$ cat src/rtl/mbp_pkg.sv
`timescale 1ns / 1ps
`default_nettype none
// ----------------------------------------------------------------------------
// mbp_pkg - shared definitions for the Morse bit packer
// Word geometry, character codes, the letter table and the queue entry type.
// ----------------------------------------------------------------------------
package mbp_pkg;

	// packing word geometry
	localparam int WORD_BITS = 32;
	localparam int FILL_W    = $clog2(WORD_BITS);
	localparam int SH_W      = $clog2(2 * WORD_BITS + 1);
	localparam int OUT_W     = 32;
	localparam int USED_W    = 6;

	// longest append: thirteen pattern bits and one gap bit
	localparam int APP_W     = 14;
	localparam int LEN_W     = 4;
	localparam int IDX_W     = 5;

	// character codes
	localparam logic [7:0] CH_SPACE = 8'h20;
	localparam logic [7:0] CH_A     = 8'h41;
	localparam logic [7:0] CH_END   = 8'h5B;
	localparam logic [LEN_W-1:0] SPACE_BITS = LEN_W'(7);

	// queue between front and back
	localparam int Q_DEPTH = 4;
	localparam int Q_PTR_W = $clog2(Q_DEPTH);
	localparam int Q_CNT_W = $clog2(Q_DEPTH + 1);

	// results of one character: a full word and/or a flushed partial word
	typedef struct packed {
		logic                  full_v;
		logic [WORD_BITS-1:0]  full_word;
		logic                  full_fin;
		logic                  part_v;
		logic [WORD_BITS-1:0]  part_word;
		logic [USED_W-1:0]     part_used;
	} entry_t;

	// queue head towards the back end
	typedef struct packed {
		logic   empty;
		entry_t head;
	} q_head_t;

	// Morse on/off pattern of a letter, dot = 1, dash = 111
	function automatic logic [APP_W-2:0] morse_pattern(input logic [IDX_W-1:0] idx);
		logic [APP_W-2:0] c;
		unique case (idx)
			5'd0:    c = 13'h17;
			5'd1:    c = 13'h1D5;
			5'd2:    c = 13'h75D;
			5'd3:    c = 13'h75;
			5'd4:    c = 13'h01;
			5'd5:    c = 13'h15D;
			5'd6:    c = 13'h1DD;
			5'd7:    c = 13'h55;
			5'd8:    c = 13'h5;
			5'd9:    c = 13'h1777;
			5'd10:   c = 13'h1D7;
			5'd11:   c = 13'h175;
			5'd12:   c = 13'h77;
			5'd13:   c = 13'h1D;
			5'd14:   c = 13'h777;
			5'd15:   c = 13'h5DD;
			5'd16:   c = 13'h1DD7;
			5'd17:   c = 13'h5D;
			5'd18:   c = 13'h15;
			5'd19:   c = 13'h7;
			5'd20:   c = 13'h57;
			5'd21:   c = 13'h157;
			5'd22:   c = 13'h177;
			5'd23:   c = 13'h757;
			5'd24:   c = 13'h1D77;
			5'd25:   c = 13'h775;
			default: c = '0;
		endcase
		return c;
	endfunction

	// pattern length in bits
	function automatic logic [LEN_W-1:0] letter_len(input logic [IDX_W-1:0] idx);
		logic [LEN_W-1:0] l;
		unique case (idx)
			5'd0, 5'd13, 5'd18:                         l = 4'd5;
			5'd1, 5'd5, 5'd6, 5'd10, 5'd11, 5'd21, 5'd22: l = 4'd9;
			5'd2, 5'd14, 5'd15, 5'd23, 5'd25:           l = 4'd11;
			5'd3, 5'd7, 5'd12, 5'd17, 5'd20:            l = 4'd7;
			5'd4:                                       l = 4'd1;
			5'd8, 5'd19:                                l = 4'd3;
			5'd9, 5'd16, 5'd24:                         l = 4'd13;
			default:                                    l = 4'd0;
		endcase
		return l;
	endfunction

	// word as seen on the 32-bit result port
	function automatic logic [OUT_W-1:0] to_out(input logic [WORD_BITS-1:0] w);
		logic [63:0] wide;
		wide = 64'(w);
		return wide[OUT_W-1:0];
	endfunction

endpackage
`default_nettype wire

$ cat src/rtl/mbp_front.sv
`timescale 1ns / 1ps
`default_nettype none
// ----------------------------------------------------------------------------
// mbp_front - character classifier and bit packer
// Classifies each character, looks up its pattern, merges it into the
// accumulator and queues the full and flushed words that it produces.
// ----------------------------------------------------------------------------
module mbp_front (
	input  wire logic                 clk,
	input  wire logic                 arst_n,
	input  wire logic                 accept,
	input  wire logic [7:0]           character,
	input  wire logic                 last_char,
	output logic                      enq,
	output mbp_pkg::entry_t           enq_entry
);

	typedef enum logic [1:0] {
		CLS_SPACE,
		CLS_LETTER,
		CLS_OTHER
	} cls_t;

	localparam int W2 = 2 * mbp_pkg::WORD_BITS;

	logic [mbp_pkg::WORD_BITS-1:0] acc_q;
	logic [mbp_pkg::FILL_W-1:0]    fill_q;

	cls_t                          cls;
	logic [mbp_pkg::IDX_W-1:0]     idx;
	logic [mbp_pkg::APP_W-1:0]     app_v;
	logic [mbp_pkg::LEN_W-1:0]     app_n;
	logic [mbp_pkg::SH_W-1:0]      sum;
	logic [mbp_pkg::SH_W-1:0]      sh;
	logic [W2-1:0]                 merged;
	logic                          full_hit;
	logic                          flush;
	logic [mbp_pkg::WORD_BITS-1:0] acc_nx;
	logic [mbp_pkg::FILL_W-1:0]    fill_nx;
	logic [7:0]                    ofs;

	// classify the character
	always_comb begin
		ofs = character - mbp_pkg::CH_A;
		idx = ofs[mbp_pkg::IDX_W-1:0];
		priority if (character == mbp_pkg::CH_SPACE) begin
			cls = CLS_SPACE;
		end else if (character >= mbp_pkg::CH_A && character < mbp_pkg::CH_END) begin
			cls = CLS_LETTER;
		end else begin
			cls = CLS_OTHER;
		end
	end

	// bits to append: pattern with a trailing gap, or the word gap
	always_comb begin
		unique case (cls)
			CLS_LETTER: begin
				app_v = {mbp_pkg::morse_pattern(idx), 1'b0};
				app_n = mbp_pkg::letter_len(idx) + mbp_pkg::LEN_W'(1);
			end
			CLS_SPACE: begin
				app_v = '0;
				app_n = mbp_pkg::SPACE_BITS;
			end
			default: begin
				app_v = '0;
				app_n = '0;
			end
		endcase
	end

	// merge below the filled bits in a double-width window
	always_comb begin
		sum      = mbp_pkg::SH_W'(fill_q) + mbp_pkg::SH_W'(app_n);
		sh       = mbp_pkg::SH_W'(W2) - sum;
		merged   = {acc_q, {mbp_pkg::WORD_BITS{1'b0}}} | (W2'(app_v) << sh);
		full_hit = sum >= mbp_pkg::SH_W'(mbp_pkg::WORD_BITS);
		flush    = last_char || (cls == CLS_OTHER);
		if (full_hit) begin
			acc_nx  = merged[mbp_pkg::WORD_BITS-1:0];
			fill_nx = mbp_pkg::FILL_W'(sum - mbp_pkg::SH_W'(mbp_pkg::WORD_BITS));
		end else begin
			acc_nx  = merged[W2-1:mbp_pkg::WORD_BITS];
			fill_nx = mbp_pkg::FILL_W'(sum);
		end
	end

	// build the queue entry
	always_comb begin
		enq_entry.full_v    = full_hit;
		enq_entry.full_word = merged[W2-1:mbp_pkg::WORD_BITS];
		enq_entry.full_fin  = flush && (fill_nx == '0);
		enq_entry.part_v    = flush && (fill_nx != '0);
		enq_entry.part_word = acc_nx;
		enq_entry.part_used = mbp_pkg::USED_W'(fill_nx);
		enq = accept && (enq_entry.full_v || enq_entry.part_v);
	end

	// advance the packer, clear it on flush
	always_ff @(posedge clk or negedge arst_n) begin
		if (!arst_n) begin
			acc_q  <= '0;
			fill_q <= '0;
		end else if (accept) begin
			if (flush) begin
				acc_q  <= '0;
				fill_q <= '0;
			end else begin
				acc_q  <= acc_nx;
				fill_q <= fill_nx;
			end
		end
	end

endmodule
`default_nettype wire

$ cat src/rtl/mbp_queue.sv
`timescale 1ns / 1ps
`default_nettype none
// ----------------------------------------------------------------------------
// mbp_queue - entry queue between packer and output sequencer
// Holds the word groups of a few characters so either side may stall.
// ----------------------------------------------------------------------------
module mbp_queue (
	input  wire logic             clk,
	input  wire logic             arst_n,
	input  wire logic             enq,
	input  wire mbp_pkg::entry_t  enq_entry,
	input  wire logic             deq,
	output logic                  q_full,
	output mbp_pkg::q_head_t      q_head
);

	mbp_pkg::entry_t              mem_q [mbp_pkg::Q_DEPTH];
	logic [mbp_pkg::Q_PTR_W-1:0]  wr_q;
	logic [mbp_pkg::Q_PTR_W-1:0]  rd_q;
	logic [mbp_pkg::Q_CNT_W-1:0]  cnt_q;

	function automatic logic [mbp_pkg::Q_PTR_W-1:0] ptr_inc(
		input logic [mbp_pkg::Q_PTR_W-1:0] p);
		logic [mbp_pkg::Q_PTR_W-1:0] r;
		if (p == mbp_pkg::Q_PTR_W'(mbp_pkg::Q_DEPTH - 1)) begin
			r = '0;
		end else begin
			r = p + mbp_pkg::Q_PTR_W'(1);
		end
		return r;
	endfunction

	assign q_full       = cnt_q == mbp_pkg::Q_CNT_W'(mbp_pkg::Q_DEPTH);
	assign q_head.empty = cnt_q == '0;
	assign q_head.head  = mem_q[rd_q];

	// store incoming entries
	always_ff @(posedge clk) begin
		if (enq) begin
			mem_q[wr_q] <= enq_entry;
		end
	end

	// advance pointers and occupancy
	always_ff @(posedge clk or negedge arst_n) begin
		if (!arst_n) begin
			wr_q  <= '0;
			rd_q  <= '0;
			cnt_q <= '0;
		end else begin
			if (enq) begin
				wr_q <= ptr_inc(wr_q);
			end
			if (deq) begin
				rd_q <= ptr_inc(rd_q);
			end
			unique case ({enq, deq})
				2'b10:   cnt_q <= cnt_q + mbp_pkg::Q_CNT_W'(1);
				2'b01:   cnt_q <= cnt_q - mbp_pkg::Q_CNT_W'(1);
				default: cnt_q <= cnt_q;
			endcase
		end
	end

	a_cnt_range: assert property (@(posedge clk) disable iff (!arst_n)
		cnt_q <= mbp_pkg::Q_CNT_W'(mbp_pkg::Q_DEPTH))
		else $error("queue occupancy beyond depth");

	a_no_overrun: assert property (@(posedge clk) disable iff (!arst_n)
		q_full |-> !enq)
		else $error("entry written into a full queue");

	a_no_underrun: assert property (@(posedge clk) disable iff (!arst_n)
		q_head.empty |-> !deq)
		else $error("entry taken from an empty queue");

	a_entry_useful: assert property (@(posedge clk) disable iff (!arst_n)
		enq |-> (enq_entry.full_v || enq_entry.part_v))
		else $error("queued entry carries no word");

endmodule
`default_nettype wire

$ cat src/rtl/mbp_back.sv
`timescale 1ns / 1ps
`default_nettype none
// ----------------------------------------------------------------------------
// mbp_back - output sequencer
// Presents the words of the head entry one at a time, full word first.
// ----------------------------------------------------------------------------
module mbp_back (
	input  wire logic             clk,
	input  wire logic             arst_n,
	input  wire mbp_pkg::q_head_t q_head,
	input  wire logic             pop,
	output logic                  deq,
	output logic                  empty,
	output logic [31:0]           packed_word,
	output logic [5:0]            bits_used,
	output logic                  final_word
);

	logic sel_q;
	logic cur_full;
	logic take;

	assign empty    = q_head.empty;
	assign cur_full = q_head.head.full_v && !sel_q;
	assign take     = pop && !q_head.empty;
	assign deq      = take && !(cur_full && q_head.head.part_v);

	// select the word on the result ports
	always_comb begin
		if (cur_full) begin
			packed_word = mbp_pkg::to_out(q_head.head.full_word);
			bits_used   = mbp_pkg::USED_W'(mbp_pkg::WORD_BITS);
			final_word  = q_head.head.full_fin;
		end else begin
			packed_word = mbp_pkg::to_out(q_head.head.part_word);
			bits_used   = q_head.head.part_used;
			final_word  = 1'b1;
		end
	end

	// step to the flushed word, or drop the entry
	always_ff @(posedge clk or negedge arst_n) begin
		if (!arst_n) begin
			sel_q <= 1'b0;
		end else if (take) begin
			sel_q <= !deq;
		end
	end

	a_sel_has_pair: assert property (@(posedge clk) disable iff (!arst_n)
		sel_q |-> (!q_head.empty && q_head.head.full_v && q_head.head.part_v))
		else $error("second word selected without a pair in the head entry");

	a_sel_clears: assert property (@(posedge clk) disable iff (!arst_n)
		(sel_q && take) |=> !sel_q)
		else $error("flushed word not dropped after delivery");

endmodule
`default_nettype wire

$ cat src/rtl/morse_bit_packer.sv
`timescale 1ns / 1ps
`default_nettype none
// ----------------------------------------------------------------------------
// morse_bit_packer - Morse encoder packing on/off bits into 32-bit words
// Letters, spaces and end-of-message characters in; packed words out.
// ----------------------------------------------------------------------------
// One character is taken per clock while full is low. Each character yields
// zero, one or two words; words leave at one per clock through pop, so a
// character that both completes a word and flushes the remainder hands its
// two words to the result side through separate pops. The packer merges a
// character with a table lookup plus one double-width shift; a four-entry
// queue of per-character word groups sits between packer and result ports,
// and full rises only when that queue holds four groups not yet delivered.
// Each word is registered in the queue and presented from its head.
// ----------------------------------------------------------------------------
module morse_bit_packer (
	input  wire logic        clk,
	input  wire logic        arst_n,
	input  wire logic        push,
	output logic             full,
	input  wire logic [7:0]  character,
	input  wire logic        last_char,
	output logic             empty,
	input  wire logic        pop,
	output logic [31:0]      packed_word,
	output logic [5:0]       bits_used,
	output logic             final_word
);

	logic              accept;
	logic              enq;
	mbp_pkg::entry_t   enq_entry;
	logic              deq;
	mbp_pkg::q_head_t  q_head;

	assign accept = push && !full;

	mbp_front u_front (
		.clk       (clk),
		.arst_n    (arst_n),
		.accept    (accept),
		.character (character),
		.last_char (last_char),
		.enq       (enq),
		.enq_entry (enq_entry)
	);

	mbp_queue u_queue (
		.clk       (clk),
		.arst_n    (arst_n),
		.enq       (enq),
		.enq_entry (enq_entry),
		.deq       (deq),
		.q_full    (full),
		.q_head    (q_head)
	);

	mbp_back u_back (
		.clk         (clk),
		.arst_n      (arst_n),
		.q_head      (q_head),
		.pop         (pop),
		.deq         (deq),
		.empty       (empty),
		.packed_word (packed_word),
		.bits_used   (bits_used),
		.final_word  (final_word)
	);

endmodule
`default_nettype wire
$ cat config.mk
export PLATFORM = sky130hd
export DESIGN_NAME = morse_bit_packer
export DESIGN_NICKNAME = d
export VERILOG_FILES = /design/src/rtl/mbp_pkg.sv /design/src/rtl/mbp_front.sv /design/src/rtl/mbp_queue.sv /design/src/rtl/mbp_back.sv /design/src/rtl/morse_bit_packer.sv
export SDC_FILE = /design/constraint.sdc
export NUM_CORES = 1
export LEC_CHECK = 0
export ABC_AREA = 1
export BUFFER_PORTS_ARGS = -buffer_cell sky130_fd_sc_hd__clkbuf_2
export CORE_AREA = 2 2 181 183
export CTS_CLUSTER_DIAMETER = 200
export DETAILED_ROUTE_END_ITERATION = 12
export DIE_AREA = 0 0 183 185
export PLACE_DENSITY = 0.71
export SYNTH_ARGS = -nofsm -noshare
export SYNTH_HDL_FRONTEND = slang
export SYNTH_HIERARCHICAL = 1
export SYNTH_SLANG_ARGS = --single-unit
$ cat constraint.sdc
create_clock -name clk -period 8.6 [get_ports clk]
set_input_delay 0.43 -clock clk [delete_from_list [all_inputs] [get_ports clk]]
set_output_delay 0.43 -clock clk [all_outputs]
set_load 0.02 [all_outputs]
==> impl_metrics.toml <==
[sta]
clock.fmax_mhz = 163.1
finalMaxSlewViolations = 0
setup-violations-final = 0
tightestPinTransition_ps = 1369
slew_headroom_pct = 8.604
finalCritPeriodShare_pct = 71.28
timing.final.hold_violations = 0
clock_skew_ps = 13.28
grt_setup_unrepaired = "no"
fin_crit_ps = 6130
setup_total_negative_slack_ps = 0

[run_status]
run_status = "finished clean"

[global_routing]
globalRouteTotalUtil_pct = 25.14
first_global_vias = 11869
grt_start_max_net_pins = 102
antenna_found_initial = 0
global_route_wire_length_before_repair_um = 65470
grt_remaining_overflow = 0

[route]
drt-met1-wl_um = 18410
vias = 12627
dr.pass1.iters = 6
met3_wirelength_um = 2530
drt_first_iter_violations = 917
drt_drc_violations_left = 0
via_per_inst = 5.519
route.top_layer_used = "met4"
detail-route-antenna-nets = 0
dr_wl_met2_um = 19870
post_drt_wl_per_cell_um = 18.29
drt-total-wl_um = 41850

[clock_network]
tritoncts = "yes"
tritoncts.num_buffers = 36
hold_buf_count_cts = 0
htree_levels = 2
clk_path_buf_depth = 3
clkSinkCount = 337
post_cts_resized = 0
cts.root.buffer_cell = "clkbuf_16"
clock_insertion_delay_worst_skew_ps = 520
path_clk_slew_ps = 60
cts_setup_buffers = 0

[setup_path]
rr_endpoint = "u_front/acc_q[4]"
cp.arrival_ps = 6580
reg_to_reg_slack_setup_ps = 3510
worst-setup-path-type = "in -> reg"
worstSetupEndpointType = "flop"
worst_path_largest_cell_delay_ps = 1150
timing.rr.start = "u_front/fill_q[0]"
timing.critical_path.required_ps = 9050
crit_path_frequent_cell = "nand2_1"
critical-path-slowest-cell = "inv_1"
crit_path_max_fanout = 39
worstRegToRegCells = 15
startpoint_class_of_the_critical_path = "primary input"

[hold_path]
worstHoldPathType = "in -> async"

[yosys]
syn-mean-instance-area_um2 = 9.355
ys_async_sr_fraction_pct = 13.35
yosys-top-cells-area = "edfxtp_1, nand2_1, dfrtp_1"
post_synth_inst_count = 1848
number_of_unique_standard_cell_types_used_by_synthesis = 46
synth_sequential_area_ratio_pct = 57.23
synth_warnings = 6
synth.top_cell.area_share_pct = 50.72
synth-edff-count = 292
ys_dominant_reg_cell = "edfxtp_1"
synth_top_cell_by_area = "edfxtp_1"
mappedNetlistArea_um2 = 17290
postSynthRegisterBits = 337
synth_nets = 1884

[floorplanning]
floorplan.core_area_um2 = 32040
die_width_um = 183
floorplan.initialDensity_pct = 53.96
rows = 66
dieHeight_um = 185
design.portCount = 54
die-area_um2 = 33860

[layout]
multiInputGateArea_um2 = 5861
layout.area.seq_um2 = 9896
flow.area_growth_from_synthesis_pct = 8.504
design.final.nets = 1889
post_route_cells_drive_above_1_share_pct = 10.64
diodes = 0
n_fill_cell = 2713

[power]
total_power_mw = 5.530
power_density_nw_per_um2 = 294.8
vdd.ir_drop.worst_uv = 246.1
cellLeakagePower_nw = 8.362

[placed_design]
dp_hpwl_um = 25560
port_buffers = 53
finalWeightedCongestion = 0.9367

[flow_run]
maxCapViolCount = 0
==> routing by layer <==
metal	vias to the layer above	GRT usage, %
li1	6182	-
met1	5946	34.76
met2	419	41.39
met3	80	3.441
met4	0	8.224
met5	-	0
==> registers in the layout, indices dropped and copies added, names as in the netlist <==
| name | cells |
|---|---|
| u_queue/mem_q | 292 |
| u_queue/wr_q | 2 |
| u_queue/rd_q | 2 |
| u_back/sel_q | 1 |
| u_front/acc_q | 32 |
| u_front/fill_q | 5 |
| u_queue/cnt_q | 3 |
==> per-stage QoR <==
stage          instance area (µm²)  hold slack (ps)  std cells  worst slack, ps  util, %
6_report                     18760            76.10       2288             2470    58.54
5_1_grt                      18760            114.6       2288             1920    58.54
4_1_cts                      18760            91.52       2288             2644    58.54
3_5_place_dp                 17550            461.2       2223             2133    54.79
3_3_place_gp                 17550            452.4       2223             2183    54.79
2_1_floorplan                17290            134.4       1848             2836        -
==> power by group <==
part	total, mW	switching (mW)	internal (mW)	leakage [nW]
combinational	2.00	1.45	0.553	4.40
clock	1.57	0.606	0.962	0.581
sequential	1.96	0.0641	1.90	3.38
==> how the worst max path moves through the flow <==
stage                            to         start  slack [ps]  cells after the start
2_1_floorplan   u_queue/mem_q[1][0]  character[0]        2840                     24
3_3_place_gp   u_queue/mem_q[2][16]  character[0]        2180                     26
3_5_place_dp       u_front/acc_q[2]  character[0]        2130                     27
4_1_cts            u_front/acc_q[2]  character[0]        2640                     27
5_1_grt            u_front/acc_q[4]  character[0]        1920                     29
6_report           u_front/acc_q[4]  character[0]        2470                     29
==> logic make-up after synthesis <==
family          Yosys count  synth area share [%]
xor+xnor                  5                0.2968
compound gates          211                 8.670
buf+inv                 338                 8.866
fa+ha+maj                23                 1.751
simple gates            933                 23.16
other cells               1               0.02169
flops                   337                 57.23
==> cell type report <==
type / count / share of cell area, %
sequential: 337 / 52.75
multi-input combinational: 1173 / 31.24
clock buffer: 51 / 5.323
inverter: 239 / 4.863
tap: 408 / 2.721
timing repair buffer: 66 / 2.001
clock inverter: 14 / 1.094
==> worst max-delay path: cells and delay by family <==
family	cells	cell delay (ps)
xor gates and xnor gates	2	570
and+or+nand+nor	13	1840
buffers and inverters	6	1780
AOI/OAI and AO/OA	5	740
adders and majority gates	3	1210
==> layout by cell type (no fill, tap or decap), types with 7 or more instances in the layout <==
cell type | Yosys | routed
nand2_1 | 679 | 679
edfxtp_1 | 292 | 292
inv_1 | 224 | 219
o211ai_1 | 147 | 147
nand3_1 | 133 | 133
clkbuf_2 | 0 | 53
dfrtp_1 | 45 | 44
clkbuf_16 | 0 | 37
nand4_1 | 33 | 33
nor2_1 | 29 | 29
nand2_2 | 23 | 23
ha_1 | 21 | 21
o21ai_0 | 19 | 19
o21ai_1 | 17 | 17
inv_2 | 12 | 16
clkbuf_1 | 12 | 12
buf_4 | 9 | 12
a21oi_1 | 11 | 11
nor2_4 | 7 | 7
==> cell usage after synthesis (3+ instances only) <==
cell / number
nand3_1: 133
buf_6: 20
nor2_1: 29
clkbuf_1: 12
or2_1: 4
o21ai_1: 17
buf_2: 58
o21ai_0: 19
nand2_4: 5
nor2_4: 7
o21bai_2: 3
nor3_1: 3
nand2_1: 679
buf_4: 9
nand4_1: 33
inv_1: 224
a21oi_1: 11
nor2_2: 4
a21oi_2: 3
nand2_2: 23
or2_2: 5
o21ai_2: 4
dfrtp_1: 45
o211ai_2: 3
ha_1: 21
edfxtp_1: 292
o211ai_1: 147
inv_2: 12
Note: power is estimated with default switching activity, not from simulation.
